--- src/rtl/dklo_pkg.sv ---
// Shared constants and types for the keep-last deduplication block.
package dklo_pkg;

   localparam int ITEM_W = 10;
   localparam int DEF_MAX_ITEMS = 64;
   localparam int DEF_VALUE_BITS = 10;

   // Command from the walk pipeline to the result stage.
   typedef struct packed {
      logic              hit;
      logic [ITEM_W-1:0] value;
      logic              flush;
   } emit_cmd_type;

endpackage

--- src/rtl/dklo_ram.sv ---
// Single-port-write, single-port-read synchronous memory with registered read data.
module dklo_ram
   import dklo_pkg::*;
#(
   parameter int DEPTH  = DEF_MAX_ITEMS,
   parameter int ADDR_W = 6,
   parameter int DATA_W = ITEM_W
) (
   input  logic              clock,
   input  logic              wr_en,
   input  logic [ADDR_W-1:0] wr_addr,
   input  logic [DATA_W-1:0] wr_data,
   input  logic              rd_en,
   input  logic [ADDR_W-1:0] rd_addr,
   output logic [DATA_W-1:0] rd_data
);

   logic [DATA_W-1:0] mem [DEPTH];
   logic [DATA_W-1:0] rd_data_ff;

   always_ff @(posedge clock) begin
      if (wr_en) begin
         mem[wr_addr] <= wr_data;
      end
   end

   // Read data holds while the read enable is low, so a stalled pipeline keeps it.
   always_ff @(posedge clock) begin
      if (rd_en) begin
         rd_data_ff <= mem[rd_addr];
      end
   end

   assign rd_data = rd_data_ff;

endmodule

--- config.mk ---
export PLATFORM = sky130hd
export DESIGN_NAME = dklo_ram
export DESIGN_NICKNAME = d
export VERILOG_FILES = /design/src/rtl/dklo_pkg.sv /design/src/rtl/dklo_ram.sv
export SDC_FILE = /design/constraint.sdc
export NUM_CORES = 1
export LEC_CHECK = 0
export ABC_AREA = 1
export BUFFER_PORTS_ARGS = -buffer_cell sky130_fd_sc_hd__buf_4
export CAP_MARGIN = 20
export CORE_UTILIZATION = 35
export CTS_CLUSTER_SIZE = 8
export DETAILED_ROUTE_END_ITERATION = 8
export HOLD_SLACK_MARGIN = 0.03
export PLACE_DENSITY = 0.56
export SLEW_MARGIN = 20
export SYNTH_ARGS = -nofsm -noshare
export SYNTH_HDL_FRONTEND = slang
export SYNTH_SLANG_ARGS = --single-unit
--- constraint.sdc ---
create_clock -name clock -period 5.12 [get_ports clock]
set_input_delay 1.024 -clock clock [delete_from_list [all_inputs] [get_ports clock]]
set_output_delay 1.024 -clock clock [all_outputs]
set_load 0.005 [all_outputs]
Yosys cells after proc, flatten, opt, wreduce, memory -nomap -nowiden
Memory sizes are Yosys's and may differ from the RTL's. A register that Yosys moved wholly into a read port is not among the register bits. Cells that the tools add are included.

Register bits after elaboration: 0. Latch bits: 0. Bits in writable memories: 640. Memory bits (read-only): 0. Bits of input ports: 25. Word-level logic and storage cells: 3. Memories: 1.

Add/subtract/negate cells: 0. $mul: 0. Divide/modulo/power cells: 0. Magnitude comparators: 0. Equal/unequal tests: 0. Shift-type cells: 0. Muxes and demuxes: 2. Bitwise operators: 0. Reductions and logical operators: 0.

Memory list: mem (depth 64, bits a word 10, read ports 1, clocked after memory_dff 1, wr ports 1, line dklo_ram.sv:18) `logic [DATA_W-1:0] mem [DEPTH];`.

Operator list (number): $mux W1 (2).

Depth between registers and ports, before layout
Gate-level depths: netlist of the first run.

Depth in word-level cells: 2. Mapped depth: 12.

Worst setup path before layout of the first run
OpenSTA, ideal clock, no wires.

Path type: in2reg. Start: in wr_en. End: mem mem[48][0] (netlist name), enable pin. Setup time: 0.404 ns. Arrival time: 2.583 ns. Required time: 4.716 ns. Slack: 2.133 ns. Stages on the path: 3. Cell sequence: clkbuf_1 -> nand4_1 -> nor4_1.

Cells in the longest elaborated chain, start to end: 2.

Ends and longest elaborated chain: from (decl) (line dklo_ram.sv:10) `input logic wr_en,`; $mux W1 (line dklo_ram.sv:22) `if (wr_en) begin`; $mux W1 (not written as such) (line dklo_ram.sv:23) `mem[wr_addr] <= wr_data;`; to (decl) (line dklo_ram.sv:18).

No other way between the ends.

Final worst setup path of the first run
Start: in wr_addr[1]. End: mem mem[13][9] (netlist name), enable pin.

RTL lines: from (decl) (line dklo_ram.sv:11) `input logic [ADDR_W-1:0] wr_addr,`.

No word-level cell before the write port.

==> results of run 1 <==
state kept, by name, summed over array words and instances, names as in the netlist:
signal,cells
rd_data,10
mem,640
layer usage:
metal	GRT usage	up-vias	wire, um
met5	0	-	22
li1	-	7895	-
met4	0.0674	4	1940
met2	0.288	495	32500
met1	0.246	8398	30300
met3	0.0355	130	4530
cell type report:
| cell class | count | area, sq um | share of cell area |
|---|---|---|---|
| clock buffers | 94 | 2350 | 0.0783 |
| clock inverters | 5 | 66.3 | 0.00221 |
| inverters | 12 | 55.1 | 0.00183 |
| multi-input cells | 1430 | 6180 | 0.206 |
| flip-flops and latches | 650 | 19500 | 0.649 |
| well taps | 969 | 1210 | 0.0403 |
| repair buffers | 79 | 676 | 0.0225 |
worst paths after layout:
path                            startpoint    endpoint  depth (start not counted)
worst min register to register  mem[42][0]  rd_data[0]                          8
worst max register to register  mem[50][5]  rd_data[5]                          8
worst min-delay path                 rd_en  rd_data[4]                          1
worst max-delay path            wr_addr[1]  mem[13][9]                          4
cells in the final DEF (no fill, tap or decap), types with 6 or more instances in the layout:
cell	n
nand2_1	810
nor2_1	56
buf_12	6
nand3_1	547
inv_1	8
clkbuf_16	94
buf_4	72
edfxtp_1	650
nand4_1	9
power breakdown:
part,total (mW),switching (mW),internal [mW]
Combinational,0.683,0.519,0.164
Clock,5.27,2.07,3.20
Sequential,5.93,0.0142,5.92
logic make-up after synthesis:
kind of cell	synth area share
buffers and inverters	0.0348
DFF	0.736
and+or+nand+nor	0.230
==> results.md, run 1 <==
* Status: complete, no violations
* Slowest CP cell: nor2_1
* Synth-to-Final Area Change at 13.3%
* Area post-placement at 27600 sq um
* CTS tree: yes
* Relative slew slack at 0.268
* Antenna diode count at 0
* Tot GR Track Use at 0.181
* Top_reg_cell synth: edfxtp_1
* Hold crit path type: in2reg
* Row count at 100
* Setup crit start kind: primary input
* R2R Setup Slk at 3.47 ns
* ANT nets after route at 0
* Post-placement setup slack at 1.54 ns
* Commonest cells in the netlist: 810 x nand2_1, 650 x edfxtp_1, 547 x nand3_1, 60 x buf_2, 56 x nor2_1
* Maximum clock rate at 0.334 GHz
* Cells after Synth at 2233
* Worst Path Required at 5.35 ns
* Detail Placement HPWL at 37.7 mm
* Hold_buf cts at 0
* Async SR Flop Fraction at 0
* Core Area at 74700 sq um
* Worst Slack Setup Final at 2.13 ns
* Slew Viols, Final at 0
* Critical path endpoint category: flop
* Total iterations of the first detailed-routing run at 5
* Max Cap Viol at 0
* Final setup viols at 0
* Synth Cell Area at 26500 sq um
* Largest net degree at the start of global routing at 161
* Share of layout cells above drive strength 1 at 0.0833
* Setup Buffers After CTS at 0
* Sum of negative setup slack at 0 ns
* Final Wtd Congestion at 0.835
* Vias at 16900
* Initial Util at 0.355
* Root Buffer: clkbuf_16
* FILL cells at 6980
* Skew-Pair Late Insertion Delay at 0.62 ns
* WP buf/inv at 2
* Chip height at 277 um
* Cell taking the most area after synthesis: edfxtp_1
* Cts repair resizes at 0
* First-pass GRT wire length at 105 mm
* Die area at 76900 sq um
* Final Instance Area at 30100 sq um
* YS warnings at 0
* Leakage at 10.7 nW
* Clock Skews at 0.0197 ns
* RSZ-0062 raised after global routing: false
* Maximum clock path buffer count at 3
* Final hold viol count at 0
* CTS clk-pin slew, worst paths at 0.05 ns
* Initial antenna violation count at 2
* Worst-Margin Slew at 1.10 ns
* Number of global-route vias before repair at 16800
* Synth Register Bits at 650
* Crit path cell chain: buf_4 > inv_1 > nand4_1 > nor2_1
* Mapped Nets at 2258
* Register area share after synthesis at 0.736
* CP Data Arrival Time at 3.22 ns
* Grt ovf at 0
* CTS Buf Count at 91
* # DRC at 0
* Post-layout min period at 2.99 ns
* PortBufs at 34
* VDD IR max at 0.000232 V
* Cells after DPL at 3139
* Avg Inst Size Synth at 11.9 sq um
* Final net count at 2289
* Crit path max fanout at 10
* Routed vias/inst at 5.22
* Critical Path Max Stage Delay at 0.99 ns
* Post-synth top area share at 0.736
* Most common cell in the synthesized netlist: nand2_1
* Post-synth cell types at 17
* Post-synth EDFFs at 650
* WHS at 0.730 ns
* Worst Path Class, Setup: in2reg
* Htree depth at 3
* Largest cells by area after synthesis: edfxtp_1 74%, nand2_1 11%, nand3_1 10%
* Crit path max-delay family: simple AND/OR/NAND/NOR gates
* Mean routed wirelength per cell at 21.4 um
* Final instance count without filler cells at 3239
* Final period utilization at 0.584
* Clock Sink Count at 650
* Final core occ at 0.402
* Post-Route WL at 69.3 mm
* Die width at 277 um
* Final total power at 11.9 mW
* I/O pin count at 35
* Pwr per Cell Area at 395 nW/um^2
* Violation count after the first detailed-route iteration at 1492
(Power assumes the default switching activity.)
==> run 2, diff against run 1 <==
--- a/config.mk
+++ b/config.mk
@@ -5,7 +5,7 @@
 export SDC_FILE = /design/constraint.sdc
 export NUM_CORES = 1
 export LEC_CHECK = 0
-export ABC_AREA = 1
+export ABC_AREA = 0
 export BUFFER_PORTS_ARGS = -buffer_cell sky130_fd_sc_hd__buf_4
 export CAP_MARGIN = 20
 export CORE_UTILIZATION = 35
==> constraint.sdc (replaced) <==
create_clock -name clock -period 3.1 [get_ports clock]
set_input_delay 0.62 -clock clock [delete_from_list [all_inputs] [get_ports clock]]
set_output_delay 0.62 -clock clock [all_outputs]
set_load 0.005 [all_outputs]
==> run 2 against run 1 <==
Sequential cell count unchanged. Critical endpoint is now rd_data[7]. Synthesized area decreased by 5.0%. Register-to-register slack got worse by 2.6 ns. Sequential share of layout area increased by 0.73 points. Clock skew decreased by 0.0037 ns. Synthesized cell count decreased by 50%. Die area decreased by 5.0%. Critical path depth increased by 4. Utilization increased by 1.4 points. Power increased by 64%. Global-route usage decreased by 1.2 points.
==> results.md, run 2 <==
* Status: complete, no violations
* Die width at 270 um
* Critical path endpoint category: flop
* Htree depth at 3
* Maximum clock rate at 0.444 GHz
* CTS Buf Count at 91
* Worst Path Required at 3.47 ns
* Max reg flops at 640
* Mean routed wirelength per cell at 26.8 um
* Most frequent cells in the layout: 650 x edfxtp_1, 160 x mux4_2, 133 x buf_4
* Clock Sink Count at 650
* Critical Path Max Stage Delay at 0.32 ns
* CP Data Arrival Time at 2.62 ns
* Hold path cells at 1
* Leakage at 9.50 nW
* Clock Skews at 0.0160 ns
* I/O pin count at 35
* Worst Path Class, Setup: in2reg
* Compound-gate portion of the synthesized area at 0.0207
* Initial antenna violation count at 1
* Die area at 73100 sq um
* Hold wc startpoint: rd_en
* Reg-to-Reg End: rd_data[5]
* Synth-to-Final Area Change at 18.0%
* Hold-critical path endpoint: rd_data[4]
* Mux cell area share after synthesis at 0.170
* RSZ-0062 raised after global routing: false
* Worst R2R Start: mem[36][5]
* Final setup viols at 0
* Row count at 98
* Synth Cell Area at 25200 sq um
* Skew-Pair Late Insertion Delay at 0.61 ns
* Post-placement setup slack at 0.173 ns
* Tot GR Track Use at 0.169
* Sum of negative setup slack at 0 ns
* Largest family of logic cells by synthesized area: multiplexers
* Mapped Nets at 1143
* CTS tree: yes
* Adder-Cell Fraction of Synth Area at 0
* # DRC at 0
* Routed vias/inst at 5.32
* Cell mode on critical path: buf_12
* Register area share after synthesis at 0.775
* Flop pwr share at 0.504
* Chip height at 270 um
* Post-synth EDFFs at 650
* Post-layout min period at 2.25 ns
* Synth Register Bits at 650
* First-pass GRT wire length at 88.6 mm
* Cts repair resizes at 0
* Final Instance Area at 29700 sq um
* Most common cell in the synthesized netlist: edfxtp_1
* Total iterations of the first detailed-routing run at 5
* Final period utilization at 0.726
* Pwr per Cell Area at 654 nW/um^2
* Setup crit start kind: primary input
* Switching share of power at 0.202
* Largest cells by area after synthesis: edfxtp_1 77%, mux4_2 14%, mux2i_1 2.1%
* R2R Setup Slk at 0.90 ns
* Slowest CP cell: o22ai_1
* Final Wtd Congestion at 0.807
* Top reg by flops: mem
* Hold crit path type: in2reg
* Combinational power share at 0.050
* ANT nets after route at 0
* Area post-placement at 27300 sq um
* Worst Slack Setup Final at 0.848 ns
* Worst-Margin Slew at 0.793 ns
* Post-Route WL at 60.4 mm
* Vias at 12000
* VDD IR max at 0.000370 V
* Number of global-route vias before repair at 12600
* Final hold viol count at 0
* Int Pwr at 15.5 mW
* Relative slew slack at 0.471
* Slew Viols, Final at 0
* Crit path cell chain: buf_6 > buf_12 > buf_12 > buf_4 > mux4_2 > o22ai_1 > a211oi_1 > a22o_1
* Xor and xnor area share after synthesis at 0
* Avg Inst Size Synth at 22.5 sq um
* Post-synth top area share at 0.775
* Max Cap Viol at 0
* Crit path max fanout at 40
* Reg2Reg Depth at 5
* Violation count after the first detailed-route iteration at 1104
* Antenna diode count at 0
* Post-synth cell types at 36
* Detail Placement HPWL at 36.8 mm
* Simple-gate area share of the yosys netlist at 0.0217
* CTS clk-pin slew, worst paths at 0.05 ns
* Top_reg_cell synth: edfxtp_1
* Share of layout cells above drive strength 1 at 0.324
* YS warnings at 0
* Grt ovf at 0
* Most common cell after layout, fill and taps aside: edfxtp_1
* Final net count at 1321
* Maximum clock path buffer count at 3
* Switching power at 3.93 mW
* Cells after Synth at 1118
* Initial Util at 0.353
* Commonest cells in the netlist: 650 x edfxtp_1, 160 x mux4_2, 70 x nor2_1, 52 x mux2i_1, 25 x clkbuf_1
* Root Buffer: clkbuf_16
* Hold_buf cts at 0
* Core Area at 71400 sq um
* Setup Buffers After CTS at 0
* Clock power frac at 0.446
* PortBufs at 34
* Cell taking the most area after synthesis: edfxtp_1
* Largest net degree at the start of global routing at 65
* Async SR Flop Fraction at 0
run 2: cell count changes in the layout (fill, tap and decap cells not counted), moves of 8 or more:
cell / change
a211oi_1: +9
a22oi_1: +9
buf_4: +61
inv_1: -8
mux2i_1: +52
mux4_2: +160
nand2_1: -802
nand3_1: -540
nor2_1: +14
nor2b_1: +12
o22ai_1: +15
run 2: metal layers:
metal / GRT usage / up-vias / routed length [um]
met5: 0 / - / 0
met4: 0.0623 / 0 / 1660
met3: 0.0307 / 96 / 3930
met2: 0.259 / 402 / 28200
met1: 0.241 / 6422 / 26600
li1: - / 5051 / -
run 2: critical path: cells and delay by family:
kind | cells | cell delay [ns]
buffers and inverters | 4 | 0.93
AO/OA/AOI/OAI | 3 | 0.69
multiplexers | 1 | 0.31
run 2: how the worst max path moves through the flow:
stage | end | start | cells past startpoint | slack, ns
2_1_floorplan | rd_data[2] | rd_addr[0] | 7 | 0.54
3_3_place_gp | rd_data[0] | rd_addr[1] | 8 | 0.18
3_5_place_dp | rd_data[3] | rd_addr[1] | 8 | 0.17
4_1_cts | rd_data[3] | rd_addr[1] | 8 | 0.83
5_1_grt | rd_data[6] | rd_addr[0] | 6 | 0.75
6_report | rd_data[7] | rd_addr[1] | 8 | 0.85
run 2: layout make-up:
cell class,instances,area (sq um)
clock buffer,96,2360
clock inverter,2,46.3
timing repair buffer,147,1260
fill,6169,41600
tap,950,1190
sequential,650,19500
multi-input combinational,406,5350
run 2: cells by family after synthesis:
group                  after synthesis
muxes                              224
DFF                                650
and+or+nand+nor                    119
AOI/OAI and AO/OA                   63
buffers and inverters               62
run 2: per-stage QoR:
step	hold slack (ns)	instances	util	power, mW
finish	0.383	2251	0.417	19.4
global route	0.373	2251	0.417	20.0
CTS	0.352	2251	0.417	19.6
detailed placement	1.00	2153	0.383	11.0
global placement	1.01	2153	0.383	10.9
floorplan	0.719	1118	-	10.5
run 2: power by group through the flow:
stage               Sequential (mW)  Combinational [mW]  Clock (mW)
global route                   9.80                1.03        9.19
global placement               9.96               0.976           0
floorplan                      9.95               0.521           0
CTS                            9.80               0.988        8.86
detailed placement             9.97               0.989           0
finish                         9.81               0.966        8.67
