### src/rtl/dklo_pkg.sv
// Shared constants and types for the keep-last deduplication block.
package dklo_pkg;

   localparam int ITEM_W = 10;
   localparam int DEF_MAX_ITEMS = 64;
   localparam int DEF_VALUE_BITS = 10;

   // Command from the walk pipeline to the result stage.
   typedef struct packed {
      logic              hit;
      logic [ITEM_W-1:0] value;
      logic              flush;
   } emit_cmd_type;

endpackage

### src/rtl/dklo_emit.sv
// Result stage: holds the latest kept value back until the next one or the end of the walk.
module dklo_emit
   import dklo_pkg::*;
(
   input  logic              clock,
   input  logic              reset,
   input  emit_cmd_type      cmd,
   output logic              advance,
   output logic              rsp_valid,
   input  logic              rsp_stall,
   output logic [ITEM_W-1:0] rsp_kept_value,
   output logic              rsp_last_of_run
);

   logic              pend_valid_ff, pend_valid_in;
   logic [ITEM_W-1:0] pend_value_ff, pend_value_in;
   logic              out_valid_ff, out_valid_in;
   logic [ITEM_W-1:0] out_value_ff, out_value_in;
   logic              out_last_ff, out_last_in;

   assign advance = !(out_valid_ff && rsp_stall);

   always_comb begin
      pend_valid_in = pend_valid_ff;
      pend_value_in = pend_value_ff;
      out_valid_in  = out_valid_ff;
      out_value_in  = out_value_ff;
      out_last_in   = out_last_ff;
      if (advance) begin
         out_valid_in = 1'b0;
         if (cmd.hit) begin
            // A newer kept value proves the held one is not the last.
            if (pend_valid_ff) begin
               out_valid_in = 1'b1;
               out_value_in = pend_value_ff;
               out_last_in  = 1'b0;
            end
            pend_valid_in = 1'b1;
            pend_value_in = cmd.value;
         end else if (cmd.flush && pend_valid_ff) begin
            out_valid_in  = 1'b1;
            out_value_in  = pend_value_ff;
            out_last_in   = 1'b1;
            pend_valid_in = 1'b0;
         end
      end
   end

   always_ff @(posedge clock) begin
      if (reset) begin
         pend_valid_ff <= 1'b0;
         out_valid_ff  <= 1'b0;
      end else begin
         pend_valid_ff <= pend_valid_in;
         out_valid_ff  <= out_valid_in;
      end
   end

   always_ff @(posedge clock) begin
      pend_value_ff <= pend_value_in;
      out_value_ff  <= out_value_in;
      out_last_ff   <= out_last_in;
   end

   assign rsp_valid       = out_valid_ff;
   assign rsp_kept_value  = out_value_ff;
   assign rsp_last_of_run = out_last_ff;

   a_stalled_held: assert property (@(posedge clock) disable iff (reset)
      (rsp_valid && rsp_stall) |=>
         (rsp_valid && $stable(rsp_kept_value) && $stable(rsp_last_of_run)))
      else $error("stalled result was not held");

   a_last_empties_hold: assert property (@(posedge clock) disable iff (reset)
      (rsp_valid && rsp_last_of_run) |-> !pend_valid_ff)
      else $error("a value is still held behind the last result");

   a_hit_is_held: assert property (@(posedge clock) disable iff (reset)
      (cmd.hit && advance) |=> pend_valid_ff)
      else $error("kept value was not captured");

endmodule

### config.mk
export PLATFORM = sky130hd
export DESIGN_NAME = dklo_emit
export DESIGN_NICKNAME = d
export VERILOG_FILES = /design/src/rtl/dklo_pkg.sv /design/src/rtl/dklo_emit.sv
export SDC_FILE = /design/constraint.sdc
export NUM_CORES = 1
export LEC_CHECK = 0
export ABC_AREA = 1
export BUFFER_PORTS_ARGS = -buffer_cell sky130_fd_sc_hd__buf_2
export CAP_MARGIN = 10
export CELL_PAD_IN_SITES_DETAIL_PLACEMENT = 2
export CELL_PAD_IN_SITES_GLOBAL_PLACEMENT = 2
export CORE_UTILIZATION = 34
export CTS_CLUSTER_DIAMETER = 200
export DETAILED_ROUTE_END_ITERATION = 6
export PLACE_DENSITY_LB_ADDON = 0.1
export REMOVE_ABC_BUFFERS = 1
export SETUP_SLACK_MARGIN = 0.4
export SYNTH_ARGS = -nofsm -noshare
export SYNTH_HDL_FRONTEND = slang
export SYNTH_SLANG_ARGS = --single-unit
### constraint.sdc
create_clock -name clock -period 2.2 [get_ports clock]
set_input_delay 0.55 -clock clock [delete_from_list [all_inputs] [get_ports clock]]
set_output_delay 0.55 -clock clock [all_outputs]
set_load 0.03 [all_outputs]
; ---- After elaboration in Yosys (flattened, before gate mapping)
; Index checks and enable logic that the tools add are counted.
[totals]
regBits = 23
input_bits = 15
out_inout_bits = 13
wordCells = 25
[op_classes]
n_eq_ne = 1
muxes = 11
bitwise = 1
n_reduce_logical = 7
[op_table]
columns = operator, count
row1 = 2-to-1 mux 10 bit, 3
row2 = 2-to-1 mux 1 bit, 8
row3 = AND reduction 2 bit, 2
row4 = AND reduction 3 bit, 1
row5 = logical AND 1 bit, 2
row6 = "!= test 2 x 1 -> 1 bit, second input constant", 1
row7 = nonzero test 2 bit, 1
row8 = logical NOT 1 bit, 1
row9 = inverter 1 bit, 1

; ---- Logic depth before layout (Yosys ltp)
; Gate-level depths: netlist of the first run.
[depth]
ltp_word = 3
mapped_depth = 4
depth_no_buf = 4

; ---- Worst setup path after synthesis of the first run
; No wires, ideal clock.
[synth_path]
kind = in2reg
start = input port cmd[11] (netlist name)
end = register out_value_ff[0], in the netlist rsp_kept_value[0], enable pin
setup_ns = 0.383
t_arrival_ns = 1.241
t_required_ns = 1.817
path_slack_ns = 0.576
path_stages = 2
path_buffers = 0
path_cell_list = o21ai_0 -> a21oi_1
[synth_via]
elab_chain_cells = 2
elab_cells_between_ends = 3
cone_classes = eq/ne: 1 / reduce/logical: 2
[synth_rtl]
columns = item, line_no
row1 = from (decl), dklo_emit.sv:7  ; input emit_cmd_type cmd,
row2 = != test 2 x 1 -> 1 bit (no line) or nonzero test 2 bit (tied branches), n/a
row3 = AND reduction 3 bit (no line) (*), n/a
row4 = to (signal assigned), dklo_emit.sv:61  ; out_value_ff <= out_value_in;
row5 = to (decl), dklo_emit.sv:18  ; logic [ITEM_W-1:0] out_value_ff, out_value_in;
; Every way passes the cells marked *; elsewhere a longest branch is shown, timed or not.
; A chain may end at the register's enable or synchronous reset.

; ---- Final worst setup path of the first run
[layout_path]
start = input port rsp_stall
end = output port advance
[layout_via]
elab_chain_cells = 2
[layout_rtl]
columns = item, line_no
row1 = from (decl), dklo_emit.sv:10  ; input logic rsp_stall,
row2 = logical AND 1 bit, dklo_emit.sv:21  ; assign advance = !(out_valid_ff && rsp_stall);
row3 = logical NOT 1 bit, dklo_emit.sv:21
row4 = to (decl), dklo_emit.sv:8  ; output logic advance,
; Every way passes these cells.

==> results.py, run 1 <==
metrics = {
    "synthesis": {
        "synth-simple-area-share_pct": 3.11,
        "synth.distinct_cells": 8,
        "synth_area_leader_cell": "edfxtp_1",
        "ys_ff_latch": 23,
        "synth_top_cell_area_share_pct": 87.0,
        "netlist_instances": 33,
        "synthAdderAreaFrac_pct": 0,
        "synth_compound_area_share_pct": 3.28,
        "syn_area_per_cell_um2": 22.0,
        "synth_area_leaders": "edfxtp_1 (87%), dfxtp_1 (5.5%), nand2_2 (2.6%)",
        "muxShareOfSynthArea_pct": 0,
        "synth_xor_area_share_pct": 0,
        "ys_warn_count": 0,
        "seq_area_frac_synth_pct": 92.6,
        "synth_top_family_by_area": "compound AO/OA/AOI/OAI gates",
        "synth_area_um2": 724,
    },
    "cts": {
        "cts_setup_buffers": 0,
        "cts-resized-gates": 0,
        "cts_hold_buf": 0,
        "cts_root_buf": "clkbuf_4",
        "clk_pin_slew_ns": 0.12,
        "numCtsBuffers": 3,
        "clk_latency_ns": 0.30,
        "cts_tree": "done",
        "htree_levels": 1,
        "cts_buffer_depth": 2,
        "clock_sinks": 23,
    },
    "drt": {
        "drc_errors": 0,
        "viasPerCell": 4.22,
        "drt_iter0_markers": 0,
        "first_pass_iters": 1,
        "ant_nets": 0,
        "vias": 388,
        "wl_per_cell_um": 12.7,
        "totalWireLength_um": 1170,
    },
    "cells_and_area": {
        "drive_above_1_share_pct": 53.8,
        "fin_area_um2": 927,
        "area_growth_pct": 28.0,
        "layout_common_cells": "buf_2 (27), edfxtp_1 (21), nand2_2 (3), clkbuf_4 (3)",
        "diodes": 0,
        "layout.nets": 81,
        "final_common_cell": "buf_2",
        "nFillCells": 202,
    },
    "placement": {
        "routabilityCongestion": 0.607,
        "hpwl_um": 934,
        "place_area_um2": 901,
        "port_buffers": 27,
    },
    "critical_path": {
        "r2r-start": "rsp_valid$_SDFFE_PP0N_",
        "setup.worst_path.start": "rsp_stall",
        "startpoint_type": "primary input",
        "r2r_end": "pend_value_ff[2]$_DFFE_PP_",
        "crit_path_max_fanout": 4,
        "crit_type": "in -> out",
        "end_kind": "output port",
        "slowest_stage": "buf_2",
        "crit_path_max_incr_delay_ns": 0.20,
        "critPathRequiredTime_ns": 1.65,
        "crit_top_cell": "buf_2",
        "r2r_setup_slack_ns": 1.03,
        "path_cells": "buf_2, nand2_2, buf_2",
        "ff2ff_path_depth": 3,
        "crit_arrival_ns": 0.96,
    },
    "grt": {
        "antenna_found_initial": 0,
        "grt_first_pass_wirelength_um": 1810,
        "grt_pass1_vias": 413,
        "gr-total-overflow": 0,
        "grt_max_degree": 13,
        "grt_util_all_layers_pct": 12.5,
    },
    "power": {
        "power.density_nw_per_um2": 824,
        "vdd.ir_drop.worst_mv": 0.438,
        "clkPwrFrac_pct": 24.2,
        "p_leak_nw": 0.370,
        "power_frac_comb_pct": 8.8,
        "p_switching_uw": 168,
        "switching_share_pct": 21.9,
        "p_int_uw": 597,
        "pwr-share-seq_pct": 67.0,
    },
    "die": {
        "die_height_um": 48.2,
        "die_x_um": 48.2,
        "rows": 16,
        "initial_core_util_pct": 36.6,
        "core_um2": 1980,
        "dieArea_um2": 2320,
        "io_pins": 28,
    },
    "sta": {
        "max_freq_mhz": 662,
        "finalMaxSlewViolations": 0,
        "finalHoldViolCount": 0,
        "whs_ns": 0.415,
        "setup_viol": 0,
        "final.period_utilization_pct": 68.7,
        "maxSlewHeadroom_pct": 74.8,
        "fin_crit_ns": 1.51,
        "worst_slew_pin_slew_ns": 0.377,
        "fin_tns_setup_ns": 0,
        "rsz0062_at_grt": "no",
        "fin_skew_ns": 0.00312,
    },
    "hold_path": {
        "worst_hold_path_type": "in -> reg",
        "min_from": "reset",
        "hold_depth": 2,
        "holdPathEnd": "pend_valid_ff$_SDFFE_PP0P_",
    },
    "run_status": {
        "outcome": "complete, no violations",
    },
    "job": {
        "cap_violations": 0,
    },
}
[how the worst max path moves through the flow]
stage	depth (start not counted)	to
2_1_floorplan	2	rsp_kept_value[0]$_DFFE_PP_
3_3_place_gp	3	advance
3_5_place_dp	4	pend_value_ff[3]$_DFFE_PP_
4_1_cts	2	advance
5_1_grt	2	advance
6_report	3	advance
[layer usage]
metal	global-route usage, %	up-vias	wire (µm)
li1	-	187	-
met1	12.9	185	430
met2	21.9	16	687
met3	4.44	0	54
met4	6.67	0	0
met5	0	-	0
[flip-flops by register name, indices dropped and copies added (netlist names)]
| register | cells |
|---|---|
| rsp_last_of_run | 1 |
| pend_valid_ff | 1 |
| pend_value_ff | 10 |
| rsp_kept_value | 10 |
| rsp_valid | 1 |
[stage by stage]
| stage | utilization [%] | instances | setup WS (ns) | power, mW |
|---|---|---|---|---|
| after floorplan | - | 33 | 0.576 | 0.558 |
| after global placement | 45.5 | 88 | 0.701 | 0.587 |
| after detailed placement | 45.5 | 88 | 0.680 | 0.591 |
| after CTS | 46.8 | 92 | 0.677 | 0.775 |
| after global routing | 46.8 | 92 | 0.602 | 0.807 |
| final | 46.8 | 92 | 0.689 | 0.764 |
[Yosys cell counts]
cell and count:
a21oi_1 2, a21oi_2 1, dfxtp_1 2, edfxtp_1 21
inv_1 2, nand2_1 1, nand2_2 3, o21ai_0 1
[power by group through the flow]
stage | Combinational, mW | Sequential (mW) | Clock [mW]
after detailed placement | 0.0683 | 0.522 | 0
after CTS | 0.0680 | 0.513 | 0.194
after global placement | 0.0667 | 0.520 | 0
after global routing | 0.0726 | 0.516 | 0.218
final | 0.0669 | 0.512 | 0.185
after floorplan | 0.0149 | 0.543 | 0
[critical path, delay by kind of cell]
kind,cells,cell delay [ns]
buffers and inverters,2,0.31
and+or+nand+nor,1,0.09
[cells by family after synthesis]
group,Yosys count
AOI/OAI and AO/OA,4
DFF,23
buffers and inverters,2
and+or+nand+nor,4
[area by class of cell]
type                            instances  area, µm²  share of cell area, %
Inverter                                2       7.51                  0.810
Sequential cell                        23        671                   72.3
Clock buffer                            4       26.3                   2.83
Timing Repair Buffer                   28        143                   15.4
Tap cell                               27       33.8                   3.64
Multi-Input combinational cell          8       46.3                   4.99
Note: power is estimated with default switching activity, not from simulation.
==> inputs of run 2 (changes only) <==
- CORE_UTILIZATION: 34 -> 31
- clock period: 2.2 -> 1.45 ns (I/O delays scaled with it)
==> run 2 against run 1 <==
Non-clock buffer count stayed put. Via count increased by 2.6%. First-iteration DRC count rose by 2. Total power rose by 56%. Critical path depth shrank 1. Wire length is 3.3% lower. Critical endpoint unchanged. Largest cell class unchanged. Largest power group unchanged.
==> results.py, run 2 (synthesis results as in run 1) <==
metrics = {
    "job": {
        "cap_violations": 0,
    },
    "critical_path": {
        "crit_path_max_incr_delay_ns": 0.38,
        "crit_path_max_fanout": 4,
        "ff2ff_path_depth": 3,
        "r2r_setup_slack_ns": 0.33,
        "startpoint_type": "flip-flop",
        "r2r_end": "rsp_kept_value[3]$_DFFE_PP_",
        "critPathRequiredTime_ns": 1.09,
        "slowest_stage": "dfxtp_2",
        "crit_type": "reg -> out",
        "setup.worst_path.start": "rsp_valid$_SDFFE_PP0N_",
        "end_kind": "output port",
        "crit_arrival_ns": 0.88,
        "r2r-start": "pend_valid_ff$_SDFFE_PP0P_",
        "path_cells": "nand2_4, buf_6",
    },
    "placement": {
        "hpwl_um": 826,
        "port_buffers": 27,
        "routabilityCongestion": 0.640,
        "place_area_um2": 902,
    },
    "cts": {
        "cts_buffer_depth": 2,
        "numCtsBuffers": 3,
        "cts_tree": "done",
        "clock_sinks": 23,
        "cts_root_buf": "clkbuf_4",
        "clk_pin_slew_ns": 0.12,
        "cts_setup_buffers": 0,
        "htree_levels": 1,
        "clk_latency_ns": 0.30,
    },
    "drt": {
        "drc_errors": 0,
        "first_pass_iters": 2,
        "wl_per_cell_um": 12.1,
        "vias": 398,
        "viasPerCell": 4.23,
        "drt_iter0_markers": 2,
        "ant_nets": 0,
        "totalWireLength_um": 1130,
    },
    "cells_and_area": {
        "fin_area_um2": 1030,
        "area_growth_pct": 41.6,
        "diodes": 0,
        "layout.nets": 82,
        "drive_above_1_share_pct": 59.1,
        "final_common_cell": "edfxtp_1",
        "final_util_pct": 46.4,
        "layout_common_cells": "edfxtp_1 (21), buf_2 (15), buf_6 (13)",
    },
    "sta": {
        "rsz0062_at_grt": "yes",
        "whs_ns": 0.220,
        "setup_viol": 0,
        "fin_skew_ns": 0.00259,
        "finalMaxSlewViolations": 0,
        "max_freq_mhz": 805,
        "finalHoldViolCount": 0,
        "final.period_utilization_pct": 85.6,
        "worst_slew_pin_slew_ns": 0.260,
        "fin_crit_ns": 1.24,
        "maxSlewHeadroom_pct": 82.5,
        "fin_tns_setup_ns": 0,
    },
    "grt": {
        "antenna_found_initial": 0,
        "grt_util_all_layers_pct": 10.5,
        "grt_max_degree": 14,
        "grt_pass1_vias": 419,
        "grt_first_pass_wirelength_um": 1840,
        "gr-total-overflow": 0,
    },
    "power": {
        "p_leak_nw": 0.403,
        "power.density_nw_per_um2": 1160,
        "p_switching_uw": 269,
        "clkPwrFrac_pct": 24.0,
        "pwr-share-seq_pct": 65.5,
        "switching_share_pct": 22.6,
        "vdd.ir_drop.worst_mv": 0.590,
        "power_frac_comb_pct": 10.5,
        "p_int_uw": 922,
    },
    "hold_path": {
        "holdPathEnd": "pend_valid_ff$_SDFFE_PP0P_",
        "min_from": "reset",
        "worst_hold_path_type": "in -> reg",
        "hold_depth": 2,
    },
    "die": {
        "die_height_um": 50.3,
        "dieArea_um2": 2530,
        "core_um2": 2210,
        "initial_core_util_pct": 32.7,
        "rows": 17,
        "die_x_um": 50.3,
        "io_pins": 28,
    },
    "run_status": {
        "outcome": "complete, no violations",
    },
}
## run 2: layer usage
layer / vias to the layer above / routed length [µm] / track usage [%]
li1: 189 / - / -
met1: 193 / 450 / 11.4
met5: - / 0 / 0
met3: 0 / 60 / 2.73
met2: 16 / 621 / 18.4
met4: 0 / 0 / 5.56
## run 2: timing repair
action	CTS	global route
gates cloned	1	0
gates resized for setup	28	1
endpoints found under the setup margin	34	34
hold buffers	0	0
## run 2: stage by stage
| step | cells | total power, mW | setup slack (ns) |
|---|---|---|---|
| 6_report | 94 | 1.19 | 0.208 |
| 3_3_place_gp | 89 | 0.892 | 0.163 |
| 4_1_cts | 94 | 1.20 | 0.195 |
| 5_1_grt | 94 | 1.25 | 0.152 |
| 2_1_floorplan | 33 | 0.847 | 0.0136 |
| 3_5_place_dp | 89 | 0.894 | 0.116 |
## run 2: final cells by class
cell class              count  area [µm²]
multi-input cells           8        51.3
inverters                   2        11.3
repair inverters            1        7.51
clock inverters             1        5.00
well taps                  28        35.0
flip-flops and latches     23         672
fillers                   222        1190
clock buffers               3        22.5
repair buffers             28         221
## run 2: how the worst max path moves through the flow
stage                                        to  cells past startpoint
finish                                  advance                      2
global route                            advance                      2
CTS                             rsp_last_of_run                      1
detailed placement   pend_value_ff[0]$_DFFE_PP_                      4
global placement     pend_value_ff[3]$_DFFE_PP_                      4
floorplan           rsp_kept_value[0]$_DFFE_PP_                      2
## run 2: power groups by stage
stage	Sequential (mW)	Combinational, mW	Clock (mW)
final	0.780	0.125	0.285
after global routing	0.784	0.134	0.332
after global placement	0.790	0.102	0
after CTS	0.781	0.126	0.298
after detailed placement	0.791	0.103	0
after floorplan	0.824	0.0226	0
## run 2: critical path, delay by kind of cell, from the launching register on
| kind | cells | cell delay (ns) |
|---|---|---|
| buf+inv | 1 | 0.14 |
| flops | 1 | 0.38 |
| simple gates | 1 | 0.07 |
==> inputs of run 3 (changes only) <==
- REMOVE_ABC_BUFFERS: 1 -> default
==> run 3 against run 2 <==
Sequential power is essentially flat. Via count rose by 6.3%. Flip-flop and latch count unchanged. First-iteration DRC count fell by 50%. Maximum frequency shrank 0.99%.
==> results.py, run 3 (synthesis results as in run 1) <==
metrics = {
    "run_status": {
        "outcome": "complete, no violations",
    },
    "cells_and_area": {
        "layout.nets": 86,
        "drive_above_1_share_pct": 65.7,
        "area_growth_pct": 55.3,
        "final_common_cell": "edfxtp_1",
        "diodes": 0,
        "layout_common_cells": "edfxtp_1 (21), buf_2 (14), buf_6 (14)",
    },
    "hold_path": {
        "min_from": "reset",
        "hold_depth": 2,
        "worst_hold_path_type": "in -> reg",
        "holdPathEnd": "pend_valid_ff$_SDFFE_PP0P_",
    },
    "sta": {
        "max_freq_mhz": 797,
        "whs_ns": 0.218,
        "fin_tns_setup_ns": 0,
        "final.period_utilization_pct": 86.5,
        "rsz0062_at_grt": "yes",
        "setup_viol": 0,
        "maxSlewHeadroom_pct": 88.1,
        "finalMaxSlewViolations": 0,
        "worst_slew_pin_slew_ns": 0.178,
        "finalHoldViolCount": 0,
        "fin_skew_ns": 0.00259,
        "fin_crit_ns": 1.25,
    },
    "critical_path": {
        "startpoint_type": "flip-flop",
        "crit_family": "flip-flops",
        "slowest_stage": "dfxtp_4",
        "critPathBufInv": 1,
        "crit_arrival_ns": 0.89,
        "r2r_end": "rsp_kept_value[3]$_DFFE_PP_",
        "path_cells": "nand2_8, buf_6",
        "critPathRequiredTime_ns": 1.09,
        "r2r-start": "rsp_valid$_SDFFE_PP0N_",
        "end_kind": "output port",
        "r2r_setup_slack_ns": 0.34,
        "crit_path_max_fanout": 3,
        "crit_type": "reg -> out",
        "ff2ff_path_depth": 3,
        "crit_path_max_incr_delay_ns": 0.40,
    },
    "die": {
        "die_height_um": 50.3,
        "core_um2": 2210,
        "die_x_um": 50.3,
        "initial_core_util_pct": 32.7,
        "dieArea_um2": 2530,
        "rows": 17,
        "io_pins": 28,
    },
    "grt": {
        "grt_util_all_layers_pct": 10.1,
        "grt_max_degree": 14,
        "gr-total-overflow": 0,
        "antenna_found_initial": 0,
        "grt_pass1_vias": 401,
        "grt_first_pass_wirelength_um": 1750,
    },
    "job": {
        "cap_violations": 0,
    },
    "placement": {
        "routabilityCongestion": 0.677,
        "hpwl_um": 895,
        "port_buffers": 27,
    },
    "cts": {
        "htree_levels": 1,
        "numCtsBuffers": 3,
        "clk_pin_slew_ns": 0.12,
        "cts_buffer_depth": 2,
        "cts_tree": "done",
        "cts_hold_buf": 0,
        "cts_root_buf": "clkbuf_4",
        "clk_latency_ns": 0.30,
        "clock_sinks": 23,
    },
    "drt": {
        "vias": 423,
        "totalWireLength_um": 1260,
        "wl_per_cell_um": 12.9,
        "drc_errors": 0,
        "drt_iter0_markers": 1,
        "first_pass_iters": 2,
        "viasPerCell": 4.32,
        "ant_nets": 0,
    },
    "power": {
        "power.density_nw_per_um2": 1090,
        "vdd.ir_drop.worst_mv": 0.514,
        "p_leak_nw": 0.439,
        "totalPowerFinal_mw": 1.22,
    },
    "synthesis": {
        "synth_nets": 48,
    },
}
==> run 3: cell count changes in the layout (fill, tap and decap cells not counted), moves of 2 or more <==
| cell | change |
|---|---|
| clkinvlp_4 | -2 |
| nand2_8 | +2 |
| inv_8 | +2 |
| buf_4 | +3 |
==> run 3: layout make-up <==
type | count | area, µm²
Clock buffer | 3 | 22.5
Multi-Input combinational cell | 8 | 91.3
Fill cell | 219 | 1090
Tap cell | 28 | 35.0
Sequential cell | 23 | 674
Timing Repair inverter | 1 | 11.3
Clock inverter | 1 | 5.00
Inverter | 2 | 15.0
Timing Repair Buffer | 32 | 270
==> run 3: per-layer routing <==
layer	GRT usage [%]	vias to the layer above	share of wire, %
met2	18.7	13	58
met1	10.1	212	39
met5	0	-	0
met4	5.56	0	0
met3	2.73	0	3.1
li1	-	198	-
==> run 3: worst max-delay path by stage <==
| stage | endpoint | cells past startpoint | start | slack, ns |
|---|---|---|---|---|
| floorplan | pend_value_ff[0]$_DFFE_PP_ | 3 | rsp_valid$_SDFFE_PP0N_ | 0.43 |
| global route | advance | 2 | rsp_valid$_SDFFE_PP0N_ | 0.14 |
| finish | advance | 2 | rsp_valid$_SDFFE_PP0N_ | 0.20 |
| global placement | rsp_kept_value[8]$_DFFE_PP_ | 3 | cmd[11] | 0.22 |
| CTS | advance | 2 | rsp_valid$_SDFFE_PP0N_ | 0.19 |
| detailed placement | rsp_kept_value[0]$_DFFE_PP_ | 3 | cmd[11] | 0.19 |
==> run 3: repair_timing <==
item | CTS | global route
resized for setup | 25 | 11
buffers inserted | 3 | 2
setup endpoints to repair | 24 | 34
gates cloned | 0 | 1
pin swaps | 2 | 1
==> run 3: stage by stage <==
stage	cells	cell area, µm²	util, %	setup slack [ns]
after floorplan	33	759	-	0.426
after global placement	88	930	42.0	0.216
after detailed placement	88	930	42.0	0.185
after CTS	95	1070	48.4	0.188
after global routing	98	1120	50.8	0.142
final	98	1120	50.8	0.196
==> run 3: where the power goes <==
group / internal [mW] / leakage [nW] / switching, mW
registers: 0.766 / 0.217 / 0.0149
logic: 0.0698 / 0.204 / 0.0855
clock network: 0.103 / 0.0177 / 0.186
